File: src/rtl/wpb_pkg.sv
package wpb_pkg;

  // internal count width: holds places + 1 for the largest 9-bit total
  localparam int CNT_W      = 10;
  localparam int STEP_W     = $clog2(CNT_W + 1);
  localparam int RES_W      = 8;
  localparam int CFG_IDX_W  = 2;
  localparam int CFG_DATA_W = 9;
  localparam int MODE_W     = 3;

  localparam int DEFAULT_MAX_PLACES  = 256;
  localparam int DEFAULT_MAX_WORKERS = 256;

  typedef logic [CNT_W-1:0] cnt_t;

  typedef enum logic [MODE_W-1:0] {
    MODE_MASTER = 3'd0,
    MODE_CLOSE  = 3'd1,
    MODE_SPREAD = 3'd2,
    MODE_FALSE  = 3'd3,
    MODE_TRUE   = 3'd4
  } mode_e;

  typedef enum logic [CFG_IDX_W-1:0] {
    REG_BIND_MODE    = 2'd0,
    REG_PLACE_TOTAL  = 2'd1,
    REG_WORKER_TOTAL = 2'd2
  } reg_idx_e;

  typedef struct packed {
    logic start;
    cnt_t dividend;
    cnt_t divisor;
  } div_req_t;

  typedef struct packed {
    logic done;
    cnt_t quot;
    cnt_t rem;
  } div_rsp_t;

endpackage

File: src/rtl/worker_place_binding.sv
// Worker place binding: each input beat asks for the placement of the next
// worker of the current pass, and each output beat returns the worker index,
// its place, an unbound flag and a last-worker flag. The policy and the two
// totals come from a plain write port (index 0 bind mode, 1 place total,
// 2 worker total); a write to any of these makes the next beat start a new
// pass, as does restart_i or wrapping past the last worker. A beat that
// continues a pass is worked out in the cycle it is taken and its result is
// registered, so it appears in the next cycle. A beat that starts a pass
// first runs three divisions (workers/places, places/leftover,
// (places+1)/workers) one after the other on one shared restoring divider
// and then an emit step, and its result is registered after that (one
// division fewer when workers divide evenly over places). The input is not
// ready while the divider runs; a waiting result does not block the next
// beat as long as it is taken in the same cycle.
module worker_place_binding #(
  parameter int MAX_PLACES  = wpb_pkg::DEFAULT_MAX_PLACES,
  parameter int MAX_WORKERS = wpb_pkg::DEFAULT_MAX_WORKERS
) (
  input  logic                           clk_i,
  input  logic                           rst_ni,
  // configuration write port
  input  logic                           cfg_we_i,
  input  logic [wpb_pkg::CFG_IDX_W-1:0]  cfg_index_i,
  input  logic [wpb_pkg::CFG_DATA_W-1:0] cfg_data_i,
  // request channel
  input  logic                           in_valid_i,
  output logic                           in_ready_o,
  input  logic                           restart_i,
  // result channel
  output logic                           out_valid_o,
  input  logic                           out_ready_i,
  output logic [wpb_pkg::RES_W-1:0]      worker_index_o,
  output logic [wpb_pkg::RES_W-1:0]      place_index_o,
  output logic                           unbound_o,
  output logic                           last_worker_o
);
  import wpb_pkg::*;

  // sequencer states, one-hot
  typedef enum logic [4:0] {
    ST_IDLE  = 5'b00001,
    ST_DIV_W = 5'b00010,
    ST_DIV_G = 5'b00100,
    ST_DIV_S = 5'b01000,
    ST_EMIT  = 5'b10000
  } state_e;

  state_e st_q, st_d;

  // configuration registers
  logic [MODE_W-1:0]     mode_q, mode_d;
  logic [CFG_DATA_W-1:0] ptot_q, ptot_d;
  logic [CFG_DATA_W-1:0] wtot_q, wtot_d;

  // pass state
  cnt_t cnt_q, cnt_d;       // next worker, 0 starts a pass
  cnt_t cur_q, cur_d;       // current place of the walk
  cnt_t wop_q, wop_d;       // workers already on the current place
  cnt_t gc_q, gc_d;         // places since the last extra
  cnt_t extra_q, extra_d;   // leftover workers not yet placed
  cnt_t ppq_q, ppq_d;       // workers per place
  cnt_t gl_q, gl_d;         // gap between places with an extra
  cnt_t sq_q, sq_d;         // spread step, whole part
  cnt_t sstep_q, sstep_d;   // spread step, fraction numerator
  cnt_t sr_q, sr_d;         // spread running fraction

  // output register
  logic             out_valid_q, out_valid_d;
  logic [RES_W-1:0] widx_q, widx_d;
  logic [RES_W-1:0] pidx_q, pidx_d;
  logic             unb_q, unb_d;
  logic             last_q, last_d;

  div_req_t div_req;
  div_rsp_t div_rsp;

  wpb_div u_div (
    .clk_i  (clk_i),
    .rst_ni (rst_ni),
    .req_i  (div_req),
    .rsp_o  (div_rsp)
  );

  // effective totals and mode
  cnt_t  p_eff, w_eff, p_plus1;
  mode_e mode_eff;

  always_comb begin
    if (ptot_q == '0) begin
      p_eff = cnt_t'(1);
    end else if (int'(ptot_q) > MAX_PLACES) begin
      p_eff = cnt_t'(MAX_PLACES);
    end else begin
      p_eff = cnt_t'(ptot_q);
    end
    if (wtot_q == '0) begin
      w_eff = cnt_t'(1);
    end else if (int'(wtot_q) > MAX_WORKERS) begin
      w_eff = cnt_t'(MAX_WORKERS);
    end else begin
      w_eff = cnt_t'(wtot_q);
    end
    p_plus1  = p_eff + cnt_t'(1);
    mode_eff = (mode_q > MODE_TRUE) ? MODE_TRUE : mode_e'(mode_q);
  end

  logic in_acc;
  logic start_c;

  assign in_ready_o = (st_q == ST_IDLE) && (!out_valid_q || out_ready_i);
  assign in_acc     = in_valid_i && in_ready_o;
  assign start_c    = restart_i || (cnt_q == '0) || (cnt_q >= w_eff);

  // one placement step on the current pass state
  cnt_t           s_cur, s_wop, s_gc, s_extra, s_sr, s_place, s_cnt, idx_inc;
  logic           s_unb, s_last;
  logic [CNT_W:0] sum_sr;
  logic           sum_ge;
  logic           gap_hit;
  cnt_t           wop_inc;
  logic           p_ge_w;

  always_comb begin
    s_cur   = cur_q;
    s_wop   = wop_q;
    s_gc    = gc_q;
    s_extra = extra_q;
    s_sr    = sr_q;
    s_place = '0;
    s_unb   = 1'b0;
    p_ge_w  = p_eff >= w_eff;
    sum_sr  = {1'b0, sr_q} + {1'b0, sstep_q};
    sum_ge  = sum_sr >= {1'b0, w_eff};
    gap_hit = (extra_q != '0) && (gc_q == gl_q);
    wop_inc = wop_q + cnt_t'(1);
    unique case (mode_eff)
      MODE_FALSE: begin
        s_unb = 1'b1;
      end
      MODE_MASTER: begin
        s_place = '0;
      end
      default: begin
        if (mode_eff == MODE_CLOSE && p_ge_w) begin
          s_place = cnt_q;
        end else if (p_ge_w) begin
          // exact floor(i * (places + 1) / workers) walk
          s_place = cur_q;
          s_cur   = cur_q + sq_q + cnt_t'(sum_ge);
          s_sr    = sum_ge ? cnt_t'(sum_sr - {1'b0, w_eff}) : sum_sr[CNT_W-1:0];
        end else begin
          // fewer places than workers: quotient plus spaced extras
          s_place = cur_q;
          s_wop   = wop_inc;
          if (wop_inc == ppq_q && gap_hit) begin
            s_wop = wop_inc;
          end else if (wop_inc == ppq_q + cnt_t'(1) && gap_hit) begin
            s_cur   = cur_q + cnt_t'(1);
            s_wop   = '0;
            s_gc    = cnt_t'(1);
            s_extra = extra_q - cnt_t'(1);
          end else if (wop_inc == ppq_q) begin
            s_cur = cur_q + cnt_t'(1);
            s_gc  = gc_q + cnt_t'(1);
            s_wop = '0;
          end
        end
      end
    endcase
    idx_inc = cnt_q + cnt_t'(1);
    s_last  = idx_inc == w_eff;
    s_cnt   = s_last ? '0 : idx_inc;
  end

  // sequencer, pass state and output register
  logic do_step;

  always_comb begin
    st_d        = st_q;
    mode_d      = mode_q;
    ptot_d      = ptot_q;
    wtot_d      = wtot_q;
    cnt_d       = cnt_q;
    cur_d       = cur_q;
    wop_d       = wop_q;
    gc_d        = gc_q;
    extra_d     = extra_q;
    ppq_d       = ppq_q;
    gl_d        = gl_q;
    sq_d        = sq_q;
    sstep_d     = sstep_q;
    sr_d        = sr_q;
    widx_d      = widx_q;
    pidx_d      = pidx_q;
    unb_d       = unb_q;
    last_d      = last_q;
    out_valid_d = out_valid_q && !out_ready_i;
    div_req     = '0;
    do_step     = 1'b0;

    unique case (st_q)
      ST_IDLE: begin
        if (in_acc) begin
          if (start_c) begin
            cnt_d            = '0;
            cur_d            = '0;
            wop_d            = '0;
            sr_d             = '0;
            div_req.start    = 1'b1;
            div_req.dividend = w_eff;
            div_req.divisor  = p_eff;
            st_d             = ST_DIV_W;
          end else begin
            do_step = 1'b1;
          end
        end
      end
      ST_DIV_W: begin
        if (div_rsp.done) begin
          ppq_d         = div_rsp.quot;
          extra_d       = div_rsp.rem;
          div_req.start = 1'b1;
          if (div_rsp.rem != '0) begin
            div_req.dividend = p_eff;
            div_req.divisor  = div_rsp.rem;
            st_d             = ST_DIV_G;
          end else begin
            gl_d             = '0;
            gc_d             = '0;
            div_req.dividend = p_plus1;
            div_req.divisor  = w_eff;
            st_d             = ST_DIV_S;
          end
        end
      end
      ST_DIV_G: begin
        if (div_rsp.done) begin
          gl_d             = div_rsp.quot;
          gc_d             = div_rsp.quot;
          div_req.start    = 1'b1;
          div_req.dividend = p_plus1;
          div_req.divisor  = w_eff;
          st_d             = ST_DIV_S;
        end
      end
      ST_DIV_S: begin
        if (div_rsp.done) begin
          sq_d    = div_rsp.quot;
          sstep_d = div_rsp.rem;
          st_d    = ST_EMIT;
        end
      end
      ST_EMIT: begin
        do_step = 1'b1;
        st_d    = ST_IDLE;
      end
      default: begin
        st_d = ST_IDLE;
      end
    endcase

    if (do_step) begin
      cur_d       = s_cur;
      wop_d       = s_wop;
      gc_d        = s_gc;
      extra_d     = s_extra;
      sr_d        = s_sr;
      cnt_d       = s_cnt;
      widx_d      = cnt_q[RES_W-1:0];
      pidx_d      = s_place[RES_W-1:0];
      unb_d       = s_unb;
      last_d      = s_last;
      out_valid_d = 1'b1;
    end

    // any register write restarts the pass
    if (cfg_we_i) begin
      unique case (cfg_index_i)
        REG_BIND_MODE: begin
          mode_d = cfg_data_i[MODE_W-1:0];
          cnt_d  = '0;
        end
        REG_PLACE_TOTAL: begin
          ptot_d = cfg_data_i;
          cnt_d  = '0;
        end
        REG_WORKER_TOTAL: begin
          wtot_d = cfg_data_i;
          cnt_d  = '0;
        end
        default: begin
          cnt_d = cnt_d;
        end
      endcase
    end
  end

  always_ff @(posedge clk_i or negedge rst_ni) begin
    if (!rst_ni) begin
      st_q        <= ST_IDLE;
      mode_q      <= MODE_TRUE;
      ptot_q      <= CFG_DATA_W'(1);
      wtot_q      <= CFG_DATA_W'(1);
      cnt_q       <= '0;
      cur_q       <= '0;
      wop_q       <= '0;
      gc_q        <= '0;
      extra_q     <= '0;
      ppq_q       <= '0;
      gl_q        <= '0;
      sq_q        <= '0;
      sstep_q     <= '0;
      sr_q        <= '0;
      out_valid_q <= 1'b0;
    end else begin
      st_q        <= st_d;
      mode_q      <= mode_d;
      ptot_q      <= ptot_d;
      wtot_q      <= wtot_d;
      cnt_q       <= cnt_d;
      cur_q       <= cur_d;
      wop_q       <= wop_d;
      gc_q        <= gc_d;
      extra_q     <= extra_d;
      ppq_q       <= ppq_d;
      gl_q        <= gl_d;
      sq_q        <= sq_d;
      sstep_q     <= sstep_d;
      sr_q        <= sr_d;
      out_valid_q <= out_valid_d;
    end
  end

  always_ff @(posedge clk_i) begin
    widx_q <= widx_d;
    pidx_q <= pidx_d;
    unb_q  <= unb_d;
    last_q <= last_d;
  end

  assign out_valid_o    = out_valid_q;
  assign worker_index_o = widx_q;
  assign place_index_o  = pidx_q;
  assign unbound_o      = unb_q;
  assign last_worker_o  = last_q;

  // divider only reports back while the sequencer waits for it
  a_div_done_in_div: assert property (@(posedge clk_i) disable iff (!rst_ni)
    div_rsp.done |-> (st_q == ST_DIV_W || st_q == ST_DIV_G || st_q == ST_DIV_S))
    else $error("divider done outside a division state");

  // a beat that starts a pass has no result in the next cycle
  a_start_no_early_beat: assert property (@(posedge clk_i) disable iff (!rst_ni)
    (in_acc && start_c) |=> !out_valid_o)
    else $error("pass start produced a result without dividing");

  // unbound workers always report place 0
  a_unbound_place_zero: assert property (@(posedge clk_i) disable iff (!rst_ni)
    (out_valid_o && unbound_o) |-> (place_index_o == '0))
    else $error("unbound worker with nonzero place");

endmodule

File: src/rtl/wpb_div.sv
module wpb_div (
  input  logic              clk_i,
  input  logic              rst_ni,
  input  wpb_pkg::div_req_t req_i,
  output wpb_pkg::div_rsp_t rsp_o
);
  import wpb_pkg::*;

  // restoring divider, one quotient bit per cycle
  cnt_t              rem_q, rem_d;
  cnt_t              quo_q, quo_d;
  cnt_t              dvs_q, dvs_d;
  logic [STEP_W-1:0] step_q, step_d;
  logic              busy_q, busy_d;
  logic              done_q, done_d;
  logic [CNT_W:0]    shifted;
  logic [CNT_W:0]    diff;

  always_comb begin
    shifted = {rem_q, quo_q[CNT_W-1]};
    diff    = shifted - {1'b0, dvs_q};
    rem_d   = rem_q;
    quo_d   = quo_q;
    dvs_d   = dvs_q;
    step_d  = step_q;
    busy_d  = busy_q;
    done_d  = 1'b0;
    if (req_i.start) begin
      rem_d  = '0;
      quo_d  = req_i.dividend;
      dvs_d  = req_i.divisor;
      step_d = STEP_W'(CNT_W);
      busy_d = 1'b1;
    end else if (busy_q) begin
      if (shifted >= {1'b0, dvs_q}) begin
        rem_d = diff[CNT_W-1:0];
        quo_d = {quo_q[CNT_W-2:0], 1'b1};
      end else begin
        rem_d = shifted[CNT_W-1:0];
        quo_d = {quo_q[CNT_W-2:0], 1'b0};
      end
      step_d = step_q - STEP_W'(1);
      if (step_q == STEP_W'(1)) begin
        busy_d = 1'b0;
        done_d = 1'b1;
      end
    end
  end

  always_ff @(posedge clk_i or negedge rst_ni) begin
    if (!rst_ni) begin
      busy_q <= 1'b0;
      done_q <= 1'b0;
      step_q <= '0;
    end else begin
      busy_q <= busy_d;
      done_q <= done_d;
      step_q <= step_d;
    end
  end

  always_ff @(posedge clk_i) begin
    rem_q <= rem_d;
    quo_q <= quo_d;
    dvs_q <= dvs_d;
  end

  assign rsp_o.done = done_q;
  assign rsp_o.quot = quo_q;
  assign rsp_o.rem  = rem_q;

endmodule

File: config.mk
export PLATFORM = sky130hd
export DESIGN_NAME = worker_place_binding
export DESIGN_NICKNAME = d
export VERILOG_FILES = /design/src/rtl/wpb_pkg.sv /design/src/rtl/worker_place_binding.sv /design/src/rtl/wpb_div.sv
export SDC_FILE = /design/constraint.sdc
export NUM_CORES = 1
export LEC_CHECK = 0
export BUFFER_PORTS_ARGS = -buffer_cell sky130_fd_sc_hd__buf_4
export CORE_ASPECT_RATIO = 1.4
export CORE_MARGIN = 10
export CORE_UTILIZATION = 50
export DETAILED_ROUTE_END_ITERATION = 6
export PLACE_DENSITY_LB_ADDON = 0.08
export SLEW_MARGIN = 25
export SYNTH_ARGS = -nofsm -noshare
export SYNTH_HDL_FRONTEND = slang
export SYNTH_SLANG_ARGS = --single-unit
export TNS_END_PERCENT = 50
File: constraint.sdc
create_clock -name clk_i -period 5.1 [get_ports clk_i]
set_input_delay 0.765 -clock clk_i [delete_from_list [all_inputs] [get_ports clk_i]]
set_output_delay 0.765 -clock clk_i [all_outputs]
set_load 0.01 [all_outputs]
==> metrics list, run 1 <==
- Synthesis produced a netlist with a net count of between 1k and 1.5k.
* Global-route met1 utilization: 25.68%
- Share of synthesized area spent on multiplexers: 5.596%
- A synthesized cell averages 9.224 µm².
* Crit path DAT: 5.08 ns
* Share of async-settable or async-resettable flops after synthesis: between 70 and 80%
- Result of the run: finished, final reports clean
- The first detailed-routing pass ran for 5 iterations.
- The final-report max-slew violation count was 0.
- Remaining global-route overflow: 0
* Core Region: 22690 µm²
- Number of placed I/O pins: 37
- Number of synthesized register bits: 177
- Post-route clock period utilization: 93.50%
* Clock-pin transition on the worst setup and hold timing paths: around 0.07 ns
* CTS HTree Levels: 4
- Setup violations remaining at the end of the flow were counted as 0.
- Share of the synthesized area in compound gates (AO/OA/AOI/OAI): 17.50%
* CP Class: reg -> reg
- Cell row count: between 60 and 70
- The initial antenna violation count is 0.
* Clock sinks: 177
- Areal power density over the cells: about 400 nW/µm²
- GR Layer Usage met2: 35.65%
- Achievable Freq: 209.7 MHz
- The kind of cell with the highest combined delay along the critical path is compound AO/OA/AOI/OAI gates.
- Longest Clk Path Bufs: 2
* Max-cap violations: 0
* Count of buffers inserted at the top-level ports: 36
- TritonCTS built the clock tree.
- Entering global routing, the biggest net connects 86 pins.
- Antenna viol nets, final: 0
* Initial DRC count: 589
- Worst rel slew slack: between 30% and 40%
* Overall die height: around 200 µm
* Number of instances in the synthesized netlist: 1258
- The first global-routing pass estimated 50690 µm of wire.
- Hold Vio Cnt, Final: 0
* Clock latency of the later-clocked register in the worst-skew pair: between 0.4 and 0.5 ns
* Path class of the lowest-slack min-delay path: in -> async
- Cell occurring most often along the worst timing path: a21oi_1
* Max rail drop VDD: 0.0003183 V
- By area, the combinational part of the netlist is dominated by simple AND/OR/NAND/NOR gates.
* Area share of xor/xnor cells in the synthesized design: 6.373%
* Global routing usage summed across all routing layers: between 20% and 30%
- The synthesized netlist devotes 7.656% of its cell area to adder and majority cells.
- Number of vias in the routed layout: 9545
- The smallest clock period supported by the final layout is computed as 4.769 ns.
- Most used flip-flop cell after synthesis: dfrtp_1
* Worst Setup Slack post-DPL: 0.1175 ns
- Worst-case setup margin in the final layout: around 0.33 ns
- Summing all placed instances gives a cell area of ~12000 µm².
- The finished layout holds 1595 standard cells, fillers aside.
- Starting density of the core: 51.14%
- Via-to-Cell Ratio: approximately 6
- Post-synthesis share of cell area spent on and, or, nand and nor gates: 19.31%
- Hold is met by between 0.3 and 0.4 ns.
* Number of global-route vias before repair: 9453
* Largest clock skew in the final design: 0.01117 ns
- Hpwl dp: 22610 µm
- Proportion of layout cells with a drive suffix above 1: roughly 13%
- The synthesized design contains 38 enable-type register cells.
- DRC violation count after routing: 0
* Antenna fix cells: 0
* List of cells traversed by the critical path: ha_2, inv_1, fa_2, nor2b_2, o2111ai_1, a31oi_2, xnor2_2, ha_4, a2111o_1, a21oi_1, o21ai_0, o21ba_2, o311ai_1, a21oi_1, buf_4, fa_2, inv_1, a21o_1, a41oi_2, a21oi_1, xnor2_1, o211ai_1, o211ai_1, o2bb2ai_1
- Req. time, crit path: 5.41 ns
- Summed over all layers, the routed wires come to 30960 µm.
- The synthesized netlist occupies a cell area of 11600 µm².
- Counting cells, the worst reg-to-reg path comes to 24.
- Maximum single-stage delay on the critical path: 0.37 ns
* Global-route layer with the greatest usage: met2
- Post-route standard cell area excluding fillers: 12820 µm²
* Number of distinct library cell variants in the gate-level netlist after synthesis: between 80 and 90
- Number of buffers created by CTS: 17
- Capturing element type of the critical path: flip-flop
- After the last flow step, the layout net total stands at 1366.
- Worst path slowest cell: a2111o_1
- The multi-input combinational cells in the finished layout cover a total of 6604 µm².
* Portion of the post-synthesis area used by sequential elements: between 30% and 40%
- Startpoint type of the worst setup path: flip-flop
- Number of hold buffers added after CTS: 0
- Slew @ Worst Pin: approximately 0.97 ns
* Leakage: 0.005589 µW
- Layout overhead on the synthesized area: 10.46%
* CP max FO: 5
- For this run, global-route usage on met3 was measured as 3.560%.
- The Yosys step of the flow raised 0 warnings.
- Summing all flip-flop and latch instances after layout gives 4574 µm².
* Buf/Inv on CP: 3
- Per-cell routed wire length: about 19 µm
* GPL Wtd Cong: 0.9038
- Including well taps, the total number of placed cells is 1561.
- After filler insertion, the fill cell instance count of the layout stands at 2057.
- DIE WIDTH: around 150 µm
- The floorplan step defined a die boundary enclosing 29790 µm².
- In this run the number of cells on the critical path is 24.
- Clk root buf: clkbuf_16
## worst reg2reg max path, delay by kind of cell, from the launching register on
family | cells | cell delay (ns)
buf+inv | 3 | 0.31
flops | 1 | 0.36
xor+xnor | 2 | 0.31
compound gates | 14 | 2.49
simple gates | 1 | 0.15
fa+ha+maj | 4 | 1.04
## registers in the layout (all words and copies together) (netlist names), 9 cells and up
signal       cells
cnt_q           10
sstep_q         10
u_div.dvs_q     10
extra_q         10
ptot_q           9
u_div.rem_q     10
sr_q            10
gc_q            10
u_div.quo_q     10
ppq_q           10
wop_q           10
wtot_q           9
gl_q            10
## metrics by stage
stage	utilization [%]	TNS, ns	power, µW
final	56.49	0	5107
after global routing	56.49	-0.0003508	5432
after CTS	56.21	0	5121
after detailed placement	53.69	0	3807
after global placement	53.69	0	3780
after floorplan	-	0	3228
## path summary, 6_finish.rpt
kind	start	endpoint	slack, ns
setup reg to reg	sstep_q[0]	cur_q[7]	0.33
max in group asynchronous	rst_ni	sstep_q[4]	3.65
hold reg to reg	sq_q[4]	sq_q[4]	0.48
hold / removal	rst_ni	cnt_q[2]	0.36
setup / recovery	sstep_q[0]	cur_q[7]	0.33
min in group clk_i	sq_q[4]	sq_q[4]	0.48
## layout by cell type (no fill, tap or decap), types with 13 or more instances in the layout
| master | n |
|---|---|
| nand2_1 | 151 |
| dfrtp_1 | 125 |
| nor2_1 | 82 |
| o21ai_0 | 71 |
| a21oi_1 | 64 |
| inv_1 | 63 |
| ha_1 | 61 |
| xnor2_1 | 60 |
| buf_4 | 59 |
| nand3_1 | 42 |
| edfxtp_1 | 38 |
| mux2_2 | 35 |
| nor3_1 | 26 |
| mux2i_1 | 24 |
| nand2b_1 | 24 |
| xor2_1 | 19 |
| and3_1 | 17 |
| clkbuf_16 | 17 |
| nor2b_1 | 15 |
| o211ai_1 | 15 |
| o21a_1 | 13 |
## synth_stat cells (all sizes together), types with 10 or more instances
library cell | number | area, µm²
nand2 | 151 | 566.8
dfrtp | 125 | 3128
nor2 | 82 | 307.8
o21ai | 73 | 365.3
a21oi | 65 | 329.1
ha | 63 | 788.3
inv | 63 | 236.5
xnor2 | 62 | 550.5
nand3 | 43 | 220.2
clkbuf | 41 | 155.1
edfxtp | 38 | 1141
mux2 | 36 | 409.1
nor3 | 29 | 161.4
mux2i | 24 | 240.2
nand2b | 24 | 150.1
xor2 | 19 | 166.4
and3 | 17 | 106.4
nor2b | 16 | 100.1
o211ai | 16 | 125.1
buf | 15 | 88.83
nor4 | 15 | 112.6
nand4 | 13 | 87.58
o21a | 13 | 97.59
a211oi | 12 | 90.09
a31oi | 12 | 81.33
o22ai | 12 | 75.07
or3 | 12 | 75.07
o221ai | 11 | 96.34
a21o | 10 | 75.07
dfxtp | 10 | 200.2
o311ai | 10 | 87.58
## routing by layer
layer / routed length (µm) / vias to the layer above
met5: 0 / -
met3: 1279 / 51
met1: 13250 / 4664
li1: - / 4607
met4: 823 / 0
met2: 15610 / 223
## final cells by class
type / count / area share, %
flip-flops and latches: 177 / 35.69
clock buffers: 17 / 3.319
inverters: 63 / 1.845
multi-input cells: 962 / 51.52
well taps: 301 / 2.938
repair buffers: 60 / 3.544
clock inverters: 15 / 1.142
## kinds of logic (layout without fill, tap and decap cells)
kind of cell,Yosys count,after routing
flops,177,177
mux,60,60
simple gates,449,449
buf+inv,119,155
fa+ha+maj,68,68
xor+xnor,82,82
compound gates,303,303
## power by group
| group | internal [µW] | total (µW) | switching, µW | leakage, µW |
|---|---|---|---|---|
| combinational | 741 | 1700 | 962 | 0.00320 |
| clock | 689 | 1310 | 621 | 0.000282 |
| sequential | 1700 | 2100 | 395 | 0.00211 |
| total | 3130 | 5110 | 1980 | 0.00559 |
## repair_timing
item | CTS | global route
buffers inserted | 0 | 2
endpoints found under the setup margin | 0 | 4
gates resized for setup | 0 | 10
Power figures use the tool's default switching activity.
==> inputs of run 2 (changes only) <==
Settings changed: BUFFER_PORTS_ARGS -buffer_cell sky130_fd_sc_hd__buf_4 to unset, DONT_BUFFER_PORTS set to 1.
==> run 2 against run 1 <==
- setup slack improved by 0.0011 ns
- routed wire length shrank 0.17%
- via count decreased by 0.88%
- die area did not move
- sequential cell count did not move
- final cell count shrank 2.1%
- global-route usage is 0.12 points lower
- design area fell by 2.2%
- critical path depth increased by 1
- first-iteration DRC count rose by 15%
- critical path type unchanged
- highest routed layer unchanged
==> metrics list, run 2 (synthesized netlist as in run 1, its figures left out) <==
- Count of fill cells added during filler insertion: 2035 (-1.1%)
- The final instance area came to 12540 µm² (-2.2%).
- Remaining global-route overflow: 0 (unchanged)
- Area occupied by registers: 4574 µm² (unchanged)
- Metal3 WL: 1304 µm (+2.0%)
- Antenna fix cells: 0 (unchanged)
- The final-report max-slew violation count was 0 (unchanged).
* CP max FO: 4 (-1)
- Placed cell areas: 11890 µm² (-2.4%)
* Clk root buf: clkbuf_16
- The number of global-route vias before repair is 9261 (-2.0%).
- The total routed wirelength came to 30910 µm (-0.17%).
* Max-cap violations: 0 (unchanged)
* Result of the run: finished, final reports clean
* Die footprint: 29790 µm² (unchanged)
- DRC violation count after routing: 0 (unchanged)
* Worst path slowest cell: a2111o_1
- Path class of the lowest-slack min-delay path: in -> async
- The sum of met2 wire segment lengths after detailed routing is 15970 µm (+2.3%).
* Cell occurring most often along the worst timing path: a21oi_1
- The maximum clock insertion buffer count was 2 (unchanged).
- Hold Vio Cnt, Final: 0 (unchanged)
- Proportion of layout cells with a drive suffix above 1: 10.40% (-2.6 points)
- STA classifies the critical path endpoint as a flip-flop.
- Cell row count: 65 (unchanged)
* Number of buffers created by CTS: 17 (unchanged)
- The maximum number of pins on one net before global-route repair came to 130 (+51%).
* First-pass GRT wire length: 50000 µm (-1.4%)
- The data arrival time of the worst path is 5.09 ns (about the same).
- Max rail drop VDD: 0.0002650 V (-17%)
- Per-cell routed wire length: 19.80 µm (+2.0%)
- In this run the critical register-to-register path is launched from sstep_q[0].
- The total I/O pin count came to 37 (unchanged).
- The global-route usage over all layers is 20.82% (-0.12 points).
- Leakage: 0.005401 µW (-3.4%)
* Maximum single-stage delay on the critical path: 0.38 ns (about the same)
* CP Class: reg -> reg
* Startpoint type of the worst setup path: flip-flop
* Initial antenna violation count: 0 (unchanged)
- Layout overhead on the synthesized area: 8.033%
* Worst setup startpoint: sstep_q[0]
* Starting density of the core: 51.14% (unchanged)
- Broken down by cell family, the worst path's largest delay share belongs to compound AO/OA/AOI/OAI gates.
* Antenna viol nets, final: 0 (unchanged)
- Post-route clock period utilization: 93.48% (about the same)
- Largest clock skew in the final design: 0.01309 ns (+0.001921 ns)
- Count of endpoints failing setup in the final report: 0 (unchanged)
- Detailed-routing iteration count for the pre-antenna-repair pass: 6 (+1)
* Most frequent cells in the layout: nand2_1, dfrtp_1, nor2_1
* RSZ-0062 raised after global routing: false
* Total area of multi-input combinational cells: 6614 µm² (+0.15%)
- TritonCTS built the clock tree.
* Initial DRC count: 679 (+15%)
- Buf/Inv on CP: 2 (-1)
* Worst rel slew slack: 36.67% (+1.7 points)
* Achievable Freq: 209.8 MHz (about the same)
- The latest clock arrival within the worst-skew pair came to 0.45 ns (about the same).
* Net total in the final layout: 1332 (-2.5%)
- Slew @ Worst Pin: 0.9480 ns (-0.02581 ns)
- The total power of the final layout is 4995 µW (-2.2%).
* Req. time, crit path: 5.42 ns (about the same)
- Post-Route Utilization: 55.25% (-1.2 points)
* Via-to-Cell Ratio: 6.061 (+1.3%)
- The total via count in the routed design was 9461 (-0.88%).
- The number of clock sinks is 177 (unchanged).
* Worst hold-check slack: 0.02041 ns (-0.3411 ns)
- The clock transition time at the flip-flop clock pins of the worst setup and hold paths is 0.07 ns (about the same).
- The half-perimeter wire length after placement came to 22250 µm (-1.6%).
- Core Region: 22690 µm² (unchanged)
* Routed length on met1: 13030 µm (-1.7%)
* Sum of negative setup slack: 0 ns (unchanged)
* GPL Wtd Cong: 0.8814 (-2.5%)
* Shortest clock period the worst path allows after layout: 4.768 ns (-0.001114 ns)
- The overall die height was 200.3 µm (unchanged).
* Top layer reached by signal wires: met4
- CTS HTree Levels: 4 (unchanged)
- DIE WIDTH: 148.8 µm (unchanged)
- The total power divided by cell area came to 398.4 nW/µm² (about the same).
* Most common cell after layout, fill and taps aside: nand2_1
- The number of buffers added on ports is 0 (-100%).
run 2: cell types whose count changed in the layout (fill, tap and decap cells not counted), moves of 2 or more:
cell,delta
buf_4,-34
clkinv_1,+2
clkinv_4,+4
inv_6,-4
run 2: per-stage QoR:
step,std cells,setup slack (ns)
6_report,1561,0.3324
3_5_place_dp,1522,0.1588
2_1_floorplan,1258,0.3219
3_3_place_gp,1522,0.2347
5_1_grt,1561,0.01994
4_1_cts,1554,0.1192
run 2: worst register-to-register path, delay by kind of cell (launching register included):
family	cells	cell delay, ns
xor+xnor	2	0.24
simple gates	4	0.47
buf+inv	2	0.26
compound gates	12	1.95
flops	1	0.36
fa+ha+maj	5	1.36
run 2: where the power goes:
group	internal, µW	switching (µW)
clock	629	602
sequential	1700	401
combinational	730	931
run 2: layout make-up:
class                           instances  area share, %
Clock inverter                         14         0.8584
Inverter                               63          1.886
Clock buffer                           18          3.423
Sequential cell                       177          36.49
Tap cell                              301          3.004
Timing Repair Buffer                   26          1.577
Multi-Input combinational cell        962          52.76
run 2: per-layer routing:
layer | up-vias | global-route usage, %
met3 | 47 | 3.155
li1 | 4557 | -
met5 | - | 0
met2 | 227 | 36.08
met4 | 0 | 6.500
met1 | 4630 | 25.80
run 2: path summary, 6_finish.rpt:
path,endpoint,slack [ns],cells after the start
min in group clk_i,ptot_q[5],0.47,1
hold reg to reg,sq_q[4],0.49,2
setup / recovery,cur_q[6],0.33,25
max in group asynchronous,cnt_q[3],4.28,1
setup reg to reg,cur_q[6],0.33,25
hold / removal,wtot_q[3],0.02,0
run 2: repair_timing:
item,CTS,global route
resized for setup,0,13
hold endpoints to repair,0,5
buffers inserted,0,6
endpoints found under the setup margin,0,4
hold buffers,0,1
